===== config.mk =====
export PLATFORM = sky130hd
export DESIGN_NAME = dac_sweep_minimum_lock_core
export DESIGN_NICKNAME = d
export VERILOG_FILES = /design/src/dsml_pkg.sv /design/src/dac_sweep_minimum_lock_core.sv /design/src/dsml_step.sv
export SDC_FILE = /design/constraint.sdc
export NUM_CORES = 1
export LEC_CHECK = 0
export ABC_CLOCK_PERIOD_IN_PS = 5800
export BUFFER_PORTS_ARGS = -buffer_cell sky130_fd_sc_hd__buf_2
export CORE_MARGIN = 2
export CORE_UTILIZATION = 60
export CTS_CLUSTER_DIAMETER = 150
export DETAILED_ROUTE_END_ITERATION = 10
export MAX_ROUTING_LAYER = met4
export PLACE_DENSITY = 0.85
export SLEW_MARGIN = 20
export SYNTH_ARGS = -nofsm -noshare
export SYNTH_HDL_FRONTEND = slang
export SYNTH_SLANG_ARGS = --single-unit

===== constraint.sdc =====
create_clock -name clk_i -period 5.8 [get_ports clk_i]
set_input_delay 0.58 -clock clk_i [delete_from_list [all_inputs] [get_ports clk_i]]
set_output_delay 0.58 -clock clk_i [all_outputs]
set_load 0.02 [all_outputs]

===== src/dsml_pkg.sv =====
// ----------------------------------------------------------------------------
// dsml_pkg
// Shared types and constants for the DAC sweep minimum lock block.
// ----------------------------------------------------------------------------
`default_nettype none

package dsml_pkg;

  localparam int unsigned CODE_BITS   = 14;
  localparam int unsigned SAMPLE_BITS = 14;
  localparam int unsigned CFG_IDX_BITS = 2;

  localparam logic [CODE_BITS-1:0] START_RST = CODE_BITS'(1) << (CODE_BITS - 1);
  localparam logic [CODE_BITS-1:0] HIGH_RST  = {CODE_BITS{1'b1}};
  localparam logic [CODE_BITS-1:0] LOW_RST   = '0;
  localparam logic [CODE_BITS-1:0] STEP_RST  = CODE_BITS'(64);

  typedef enum logic [CFG_IDX_BITS-1:0] {
    CFG_START = 2'd0,
    CFG_HIGH  = 2'd1,
    CFG_LOW   = 2'd2,
    CFG_STEP  = 2'd3
  } cfg_idx_e;

  typedef enum logic [1:0] {
    PH_BASE = 2'd0,
    PH_UP   = 2'd1,
    PH_DOWN = 2'd2
  } phase_e;

  typedef struct packed {
    logic [CODE_BITS-1:0] start;
    logic [CODE_BITS-1:0] high;
    logic [CODE_BITS-1:0] low;
    logic [CODE_BITS-1:0] step;
  } cfg_t;

  typedef struct packed {
    phase_e                        phase;
    logic [CODE_BITS-1:0]          probe;
    logic [CODE_BITS-1:0]          min_code;
    logic signed [SAMPLE_BITS-1:0] best_level;
  } state_t;

endpackage

`default_nettype wire


===== src/dac_sweep_minimum_lock_core.sv =====
// ----------------------------------------------------------------------------
// dac_sweep_minimum_lock_core
// Sweeps DAC codes up then down from a start code and locks to the code
// with the lowest measured sample level.
// ----------------------------------------------------------------------------
// Pipeline: an accepted request enters the input register, then its result
//   goes to the result register, where a stall on the output holds it.
// Throughput: one request per cycle unless stalled; the state update is a
//   single compare, add and subtract path between the two registers.
// Reset: asynchronous, active low; clears pipeline valids, sweep state and
//   loads the configuration reset values.
`default_nettype none

module dac_sweep_minimum_lock_core
  import dsml_pkg::*;
(
  input  logic                          clk_i,
  input  logic                          rst_ni,
  input  logic                          in_valid_i,
  output logic                          in_stall_o,
  input  logic signed [SAMPLE_BITS-1:0] sample_level_i,
  output logic                          out_valid_o,
  input  logic                          out_stall_i,
  output logic [CODE_BITS-1:0]          dac_code_o,
  output logic                          sweep_done_o,
  input  logic                          cfg_valid_i,
  output logic                          cfg_ready_o,
  input  logic [CFG_IDX_BITS-1:0]       cfg_index_i,
  input  logic [CODE_BITS-1:0]          cfg_data_i
);

  cfg_t                          cfg_q;
  state_t                        state_q;
  state_t                        state_d;
  logic                          s1_valid_q;
  logic signed [SAMPLE_BITS-1:0] s1_level_q;
  logic                          out_valid_q;
  logic [CODE_BITS-1:0]          code_q;
  logic                          done_q;
  logic [CODE_BITS-1:0]          code_d;
  logic                          done_d;
  logic                          out_free;
  logic                          s1_adv;

  assign cfg_ready_o = 1'b1;

  always_ff @(posedge clk_i or negedge rst_ni) begin
    if (!rst_ni) begin
      cfg_q.start <= START_RST;
      cfg_q.high  <= HIGH_RST;
      cfg_q.low   <= LOW_RST;
      cfg_q.step  <= STEP_RST;
    end else if (cfg_valid_i && cfg_ready_o) begin
      case (cfg_idx_e'(cfg_index_i))
        CFG_START: cfg_q.start <= cfg_data_i;
        CFG_HIGH:  cfg_q.high  <= cfg_data_i;
        CFG_LOW:   cfg_q.low   <= cfg_data_i;
        CFG_STEP:  cfg_q.step  <= cfg_data_i;
        default:   cfg_q.step  <= cfg_q.step;
      endcase
    end
  end

  assign out_free   = !out_valid_q || !out_stall_i;
  assign s1_adv     = s1_valid_q && out_free;
  assign in_stall_o = s1_valid_q && !out_free;

  always_ff @(posedge clk_i or negedge rst_ni) begin
    if (!rst_ni) begin
      s1_valid_q <= 1'b0;
    end else if (!in_stall_o) begin
      s1_valid_q <= in_valid_i;
    end
  end

  always_ff @(posedge clk_i) begin
    if (in_valid_i && !in_stall_o) begin
      s1_level_q <= sample_level_i;
    end
  end

  dsml_step u_step (
    .state_i (state_q),
    .cfg_i   (cfg_q),
    .level_i (s1_level_q),
    .state_o (state_d),
    .code_o  (code_d),
    .done_o  (done_d)
  );

  always_ff @(posedge clk_i or negedge rst_ni) begin
    if (!rst_ni) begin
      state_q.phase      <= PH_BASE;
      state_q.probe      <= '0;
      state_q.min_code   <= '0;
      state_q.best_level <= '0;
    end else if (s1_adv) begin
      state_q <= state_d;
    end
  end

  always_ff @(posedge clk_i or negedge rst_ni) begin
    if (!rst_ni) begin
      out_valid_q <= 1'b0;
    end else if (out_free) begin
      out_valid_q <= s1_valid_q;
    end
  end

  always_ff @(posedge clk_i) begin
    if (s1_adv) begin
      code_q <= code_d;
      done_q <= done_d;
    end
  end

  assign out_valid_o  = out_valid_q;
  assign dac_code_o   = code_q;
  assign sweep_done_o = done_q;

  a_done_base : assert property (@(posedge clk_i) disable iff (!rst_ni)
    out_valid_o && sweep_done_o |-> state_q.phase == PH_BASE)
    else $error("done result while sweep still running");

  a_probe_active : assert property (@(posedge clk_i) disable iff (!rst_ni)
    out_valid_o && !sweep_done_o |-> state_q.phase != PH_BASE)
    else $error("probe result while sweep idle");

  a_code_probe : assert property (@(posedge clk_i) disable iff (!rst_ni)
    out_valid_o |-> dac_code_o == state_q.probe)
    else $error("output code differs from probe code");

  a_state_hold : assert property (@(posedge clk_i) disable iff (!rst_ni)
    !s1_adv |=> $stable(state_q))
    else $error("sweep state changed without a request");

endmodule

`default_nettype wire


===== src/dsml_step.sv =====
// ----------------------------------------------------------------------------
// dsml_step
// Next-state and next-code logic for one sample of the sweep.
// ----------------------------------------------------------------------------
`default_nettype none

module dsml_step
  import dsml_pkg::*;
(
  input  state_t                        state_i,
  input  cfg_t                          cfg_i,
  input  logic signed [SAMPLE_BITS-1:0] level_i,
  output state_t                        state_o,
  output logic [CODE_BITS-1:0]          code_o,
  output logic                          done_o
);

  logic                          is_up;
  logic                          is_down;
  logic                          is_base;
  logic                          better;
  logic [CODE_BITS-1:0]          min_code;
  logic signed [SAMPLE_BITS-1:0] best_level;
  logic [CODE_BITS:0]            up_cand;
  logic                          up_ok;
  logic [CODE_BITS-1:0]          dn_src;
  logic [CODE_BITS:0]            dn_cand;
  logic                          dn_ok;

  always_comb begin
    is_up   = 1'b0;
    is_down = 1'b0;
    case (state_i.phase)
      PH_UP:   is_up = 1'b1;
      PH_DOWN: is_down = 1'b1;
      default: is_up = 1'b0;
    endcase
    is_base = !is_up && !is_down;
  end

  assign better     = level_i < state_i.best_level;
  assign min_code   = is_base ? cfg_i.start :
                      (better ? state_i.probe : state_i.min_code);
  assign best_level = (is_base || better) ? level_i : state_i.best_level;

  assign up_cand = is_base ? {1'b0, cfg_i.start}
                           : ({1'b0, state_i.probe} + {1'b0, cfg_i.step});
  assign up_ok   = up_cand < {1'b0, cfg_i.high};

  assign dn_src  = is_down ? state_i.probe : cfg_i.start;
  assign dn_cand = {1'b0, dn_src} - {1'b0, cfg_i.step};
  assign dn_ok   = !dn_cand[CODE_BITS] && (dn_cand[CODE_BITS-1:0] > cfg_i.low);

  always_comb begin
    state_o            = state_i;
    state_o.min_code   = min_code;
    state_o.best_level = best_level;
    if (!is_down && up_ok) begin
      state_o.phase = PH_UP;
      state_o.probe = up_cand[CODE_BITS-1:0];
      done_o        = 1'b0;
    end else if (dn_ok) begin
      state_o.phase = PH_DOWN;
      state_o.probe = dn_cand[CODE_BITS-1:0];
      done_o        = 1'b0;
    end else begin
      state_o.phase = PH_BASE;
      state_o.probe = min_code;
      done_o        = 1'b1;
    end
    code_o = state_o.probe;
  end

endmodule

`default_nettype wire


==> results of run 1 <==
-- metal layers --
layer  vias to the layer above  routed length (µm)  GRT usage
met5                         -                   0          -
met4                         0                 603     0.1126
met3                        57                1640    0.07830
met2                       263                9667     0.4912
met1                      3059                8890     0.4042
li1                       2956                   -          -
-- logic make-up (layout without fill, tap and decap cells) --
logic type                 Yosys count  after routing  share of synthesized area
DFF                                131            131                     0.4220
and+or+nand+nor                    180            180                     0.1067
buffers and inverters              102            175                    0.04891
AOI/OAI and AO/OA                  174            174                     0.1432
adders and majority gates           71             71                     0.1107
muxes                              112            112                     0.1509
other                                1              1                  0.0004595
xor gates and xnor gates            16             16                    0.01717
-- final cells by class --
class	count	area, µm²	area share
multi-input combinational	554	4323	0.4672
sequential	131	3443	0.3721
clock buffer	21	460.4	0.04976
timing repair buffer	66	382.9	0.04138
inverter	77	289.0	0.03124
tap	176	220.2	0.02380
clock inverter	11	133.9	0.01447
-- cell usage after synthesis (all sizes together) (10+ instances only) --
| cell | count | area (µm²) |
|---|---|---|
| ha | 69 | 863.3 |
| o21ai | 50 | 254.0 |
| nand2 | 69 | 261.5 |
| dfrtp | 86 | 2152 |
| a21oi | 38 | 190.2 |
| nand3 | 14 | 75.07 |
| mux2 | 88 | 991.0 |
| inv | 76 | 285.3 |
| nand2b | 18 | 112.6 |
| dfstp | 16 | 420.4 |
| mux2i | 24 | 240.2 |
| nor2 | 34 | 127.6 |
| clkbuf | 17 | 63.81 |
| edfxtp | 29 | 870.8 |
| nor3 | 10 | 50.05 |
-- flip-flops by register name, summed over array words and instances, names as in the netlist --
| signal | cells |
|---|---|
| dac_code_o | 14 |
| out_valid_o | 1 |
| cfg_q | 56 |
| sweep_done_o | 1 |
| s1_level_q | 14 |
| s1_valid_q | 1 |
| state_q | 44 |
-- per-stage QoR --
| step | hold slack, ns | util | cell area (µm²) |
|---|---|---|---|
| 3_3_place_gp | 0.4566 | 0.6538 | 8658 |
| 6_report | 0.1657 | 0.6987 | 9253 |
| 4_1_cts | 0.1998 | 0.6987 | 9253 |
| 2_1_floorplan | 0.2844 | - | 8160 |
| 5_1_grt | 0.2116 | 0.6987 | 9253 |
| 3_5_place_dp | 0.4680 | 0.6538 | 8658 |
-- cells in the final DEF, fill, tap and decap left out, types with 18 or more instances in the layout --
cell type,synthesis,final
nand2_1,68,68
buf_2,4,50
a21oi_1,38,38
o21ai_0,45,45
nand2b_1,18,18
ha_1,69,69
inv_1,75,75
mux2i_1,24,24
mux2_2,88,88
nor2_1,34,34
edfxtp_1,29,29
dfrtp_1,86,86
-- worst register-to-register path: stages (launching register included) --
cell       delay [ns]
dfrtp_1          0.38
inv_1            0.06
ha_1             0.42
mux2_2           0.39
ha_1             0.36
nand3_1          0.09
a21oi_1          0.16
nor3_1           0.11
o311ai_0         0.65
xnor2_1          0.24
inv_1            0.08
ha_1             0.29
nand4_1          0.16
nor2_1           0.15
o31ai_1          0.09
a211oi_1         0.38
o41ai_4          0.29
buf_4            0.26
nand2_2          0.19
inv_2            0.08
a221oi_1         0.28
o2bb2ai_1        0.12
-- worst paths after layout --
check	from	to	depth (start not counted)	slack (ns)
max	state_q[42]	state_q[33]	21	0.45
min	rst_ni	cfg_q[52]	1	0.17
max reg2reg	state_q[42]	state_q[33]	21	0.45
min reg2reg	state_q[15]	state_q[15]	2	0.48
max in group asynchronous	rst_ni	state_q[1]	2	4.51
min in group clk_i	sample_level_i[11]	s1_level_q[11]	1	0.32
==> reports/metrics.yaml, run 1 <==
status:
  status: "finished clean"
hold_path:
  hp-class: "in -> async"
critical_path:
  critPathKind: "reg -> reg"
  required_ns: 6.11
  cp-end-kind: "flop"
  critical_path_buf_inv_count: 4
  critPathTopFamily: "compound AO/OA/AOI/OAI gates"
  cpPeakStageDelay_ns: 0.65
  cp_slowest_cell: "o311ai_0"
  start_kind: "flop"
  crit_top_cell: "ha_1"
  cp_cell_sequence: "inv_1 -> ha_1 -> mux2_2 -> ha_1 -> nand3_1 -> a21oi_1 -> nor3_1 -> o311ai_0 -> xnor2_1 -> inv_1 -> ha_1 -> nand4_1 -> nor2_1 -> o31ai_1 -> a211oi_1 -> o41ai_4 -> buf_4 -> nand2_2 -> inv_2 -> a221oi_1 -> o2bb2ai_1"
  worstPathMaxFanout: 12
  crit_arrival_ns: 5.66
synth:
  synth_area_um2: 8160
  ys_types: 65
  synth_ff_type: "dfrtp_1"
  synthArstFlopShare: 0.7786
  yosysWarningCount: 0
  avgSynthCellArea_um2: 10.37
  ys_ff_latch: 131
  syn-instance-count: 787
  synth_nets: 893
  synth_edf_count: 29
  synth.yosys.seq_area_share: 0.4220
layout:
  final_cells: 1036
  nFillCells: 1005
  area_delta_synth_final_pct: 13.39
  final_nets: 953
  drive_above_1_share: 0.2407
  antenna_cells: 0
detailed_routing:
  initialDrtViolationCount: 618
  drtPass1Iterations: 6
  routed_via_density: 6.115
  ant_nets: 0
  drc_errors: 0
  vias: 6335
  wl_per_cell_um: 20.08
  routed_wirelength_mm: 20.80
clocking:
  path_clk_slew_ns: 0.06
  clockBufferDepth: 2
  cts_made_buffers: 17
  clock-root-buffer: "clkbuf_16"
  postCtsSetupBuffers: 0
  clock_sinks: 131
  cts_tree: "yes"
  cts-hold-fix-buffers: 0
  htreeDepth: 4
  clk_latency_ns: 0.43
  cts_resized: 0
floorplanning:
  initial_core_util: 0.6162
  design.core.area_um2: 13240
  rows: 42
  die_h_um: 120.6
  io_pins: 53
  die_w_um: 120.6
  die-area_um2: 14550
place:
  routabilityCongestion: 1.015
  hpwl_mm: 14.96
  io_buffer_count: 51
  post-place-ws_ns: 0.4854
  placedCellCount: 1004
grt:
  grt_pass1_wl_mm: 33.61
  grt_max_degree: 53
  grt_usage: 0.3157
  antenna_found_initial: 0
  grt_pass1_vias: 6361
  grt_overflow: 0
timing:
  setup_viol: 0
  fmax_ghz: 0.1868
  rsz0062_at_grt: "no"
  fin_setup_tns_ns: 0
  worst_pin_slew_ns: 0.9278
  relSlewSlack: 0.3797
  fin_worst_skew_ns: 0.008319
  hold_viol_final: 0
  setup_ws_ns: 0.4465
  fin_crit_ns: 5.354
  min_period_over_period: 0.9230
  slew_viol_final: 0
flow_run:
  drv_cap: 0
Power of run 1 is not shown: default switching activity piles up to over one toggle a cycle in this logic, so the estimate is an artifact.
==> run 2: changes to the inputs <==
--- a/config.mk
+++ b/config.mk
@@ -5,14 +5,14 @@
 export SDC_FILE = /design/constraint.sdc
 export NUM_CORES = 1
 export LEC_CHECK = 0
-export ABC_CLOCK_PERIOD_IN_PS = 5800
-export BUFFER_PORTS_ARGS = -buffer_cell sky130_fd_sc_hd__buf_2
+export ABC_CLOCK_PERIOD_IN_PS = 4700
+export BUFFER_PORTS_ARGS = -buffer_cell sky130_fd_sc_hd__clkbuf_2
 export CORE_MARGIN = 2
-export CORE_UTILIZATION = 60
+export CORE_UTILIZATION = 56
 export CTS_CLUSTER_DIAMETER = 150
 export DETAILED_ROUTE_END_ITERATION = 10
 export MAX_ROUTING_LAYER = met4
-export PLACE_DENSITY = 0.85
+export PLACE_DENSITY = 0.83
 export SLEW_MARGIN = 20
 export SYNTH_ARGS = -nofsm -noshare
 export SYNTH_HDL_FRONTEND = slang
==> constraint.sdc (replaced) <==
create_clock -name clk_i -period 4.7 [get_ports clk_i]
set_input_delay 0.47 -clock clk_i [delete_from_list [all_inputs] [get_ports clk_i]]
set_output_delay 0.47 -clock clk_i [all_outputs]
set_load 0.02 [all_outputs]
==> run 2 against run 1 <==
  * Sequential share of layout area down 2.3 points
  * Register-to-register slack got worse by 0.31 ns
  * First-iteration DRC count fell by 3.4%
==> reports/metrics.yaml, run 2 (same netlist as run 1, synthesis figures left out) <==
status:
  status: "finished clean"
layout:
  reg_top3: "cfg_q: 56 flops, state_q: 44 flops"
  nFillCells: 1049  # +4.4%
  seq_area_um2: 3443  # unchanged
  area_delta_synth_final_pct: 20.82
  antenna_cells: 0  # unchanged
  drive_above_1_share: 0.3177  # +0.07699
  mostFrequentLayoutCells: "88 x mux2_2, 86 x dfrtp_1, 74 x inv_1"
  top_register: "cfg_q"
  final_nets: 1009  # +5.9%
  multiInputGateArea_um2: 4484  # +3.7%
  final_common_cell: "mux2_2"
  largest_reg_flops: 56  # unchanged
floorplanning:
  rows: 44  # +4.8%
  die_h_um: 124.7  # +3.4%
  io_pins: 53  # unchanged
  die-area_um2: 15550  # +6.9%
  design.core.area_um2: 14370  # +8.5%
  die_w_um: 124.7  # +3.4%
  initial_core_util: 0.5679  # -0.04829
timing:
  worst_pin_slew_ns: 0.9151  # -0.01274 ns
  hold_ws_ns: 0.09622  # -0.06950 ns
  hold_viol_final: 0  # unchanged
  min_period_over_period: 0.9716  # +0.04854
  fmax_ghz: 0.2190  # +17%
  relSlewSlack: 0.3899  # +0.01015
  fin_crit_ns: 4.566  # -0.7872 ns
  setup_viol: 0  # unchanged
  slew_viol_final: 0  # unchanged
  fin_worst_skew_ns: 0.01114  # +0.002816 ns
  setup_ws_ns: 0.1337  # -0.3128 ns
critical_path:
  r2r_start: "cfg_q[0]"
  cp_slowest_cell: "or4_1"
  cp_cell_sequence: "ha_1 -> inv_1 -> fa_1 -> nand2b_1 -> a21oi_1 -> buf_4 -> o41ai_4 -> o21ai_2 -> or4_1 -> o311ai_0 -> buf_4 -> ha_1 -> a21o_1 -> a211oi_1 -> o21ai_0 -> nor3_1 -> and2_1 -> nor2_1 -> a22oi_1 -> o21ai_1"
  critPathTopFamily: "compound AO/OA/AOI/OAI gates"
  r2r_end: "dac_code_o[1]"
  start_kind: "flop"
  critPathKind: "reg -> reg"
  cpPeakStageDelay_ns: 0.47  # -0.18 ns
  rr_worst_depth: 20  # -4.8%
  regToRegSetupSlack_ns: 0.13  # -0.31 ns
  critical_path_buf_inv_count: 3  # -1
  required_ns: 4.86  # -1.25 ns
  crit_arrival_ns: 4.73  # -0.93 ns
  cp-end-kind: "flop"
  worstPathMaxFanout: 4  # -8
place:
  routabilityCongestion: 0.9637  # -5.1%
  post-place-ws_ns: -0.1261  # -0.6115 ns
  hpwl_mm: 15.69  # +4.9%
  io_buffer_count: 51  # unchanged
clocking:
  cts-hold-fix-buffers: 0  # unchanged
  clock-root-buffer: "clkbuf_16"
  path_clk_slew_ns: 0.06  # about the same
  clockBufferDepth: 2  # unchanged
  htreeDepth: 4  # unchanged
  clk_latency_ns: 0.44  # about the same
  cts_tree: "yes"
  clock_sinks: 131  # unchanged
  cts_made_buffers: 17  # unchanged
hold_path:
  hp-class: "in -> async"
detailed_routing:
  drtPass1Iterations: 5  # -1
  wl_per_cell_um: 19.60  # -2.4%
  ant_nets: 0  # unchanged
  drc_errors: 0  # unchanged
  vias: 6622  # +4.5%
  routed_via_density: 6.020  # -1.6%
  initialDrtViolationCount: 597  # -3.4%
  routed_wirelength_mm: 21.56  # +3.6%
grt:
  grt_max_degree: 58  # +9.4%
  antenna_found_initial: 0  # unchanged
  grt_overflow: 0  # unchanged
  grt_pass1_wl_mm: 33.63  # about the same
  grt_usage: 0.2860  # -0.02965
  grt_pass1_vias: 6378  # +0.27%
flow_run:
  drv_cap: 0  # unchanged
[run 2: changes by cell type in the layout (fill, tap and decap cells not counted), sizes merged]
cell	delta
clkinvlp	+1
clkinv	-3
buf	+5
clkbuf	+46
inv	+6
o41ai	+1
[run 2: layout make-up]
class,instances,area share
well taps,184,0.02335
inverters,77,0.02931
clock buffers,17,0.04315
multi-input cells,555,0.4548
repair buffers,121,0.08033
clock inverters,15,0.01980
flip-flops and latches,131,0.3492
[run 2: per-layer routing]
metal  wire length (µm)  global-route usage
met5                  0                   -
met4                604              0.1011
met3               1619             0.05584
met2               9975              0.4365
met1               9359              0.3838
[run 2: stage by stage]
step	area, µm²	std cells	utilization	TNS, ns
6_report	9859	1100	0.6862	0
5_1_grt	9859	1100	0.6862	-0.09314
4_1_cts	9618	1088	0.6694	0
3_5_place_dp	8986	1056	0.6254	-0.6987
3_3_place_gp	8986	1056	0.6254	0
2_1_floorplan	8162	787	-	0
[run 2: what timing repair did]
item | in CTS | in global routing
cloned | 0 | 2
setup endpoints to repair | 21 | 30
buffers inserted | 0 | 10
pin swaps | 0 | 14
resized for setup | 4 | 30
[run 2: worst max-delay path by stage]
stage	startpoint	to	slack, ns	cells past startpoint
2_1_floorplan	state_q[42]	dac_code_o[12]	0.09	21
4_1_cts	state_q[42]	dac_code_o[13]	0.03	20
6_report	cfg_q[0]	dac_code_o[1]	0.13	20
5_1_grt	cfg_q[0]	state_q[36]	-0.02	21
3_5_place_dp	state_q[42]	dac_code_o[11]	-0.13	21
3_3_place_gp	state_q[42]	dac_code_o[7]	0.03	20
Power of run 2 is left out for the same reason.
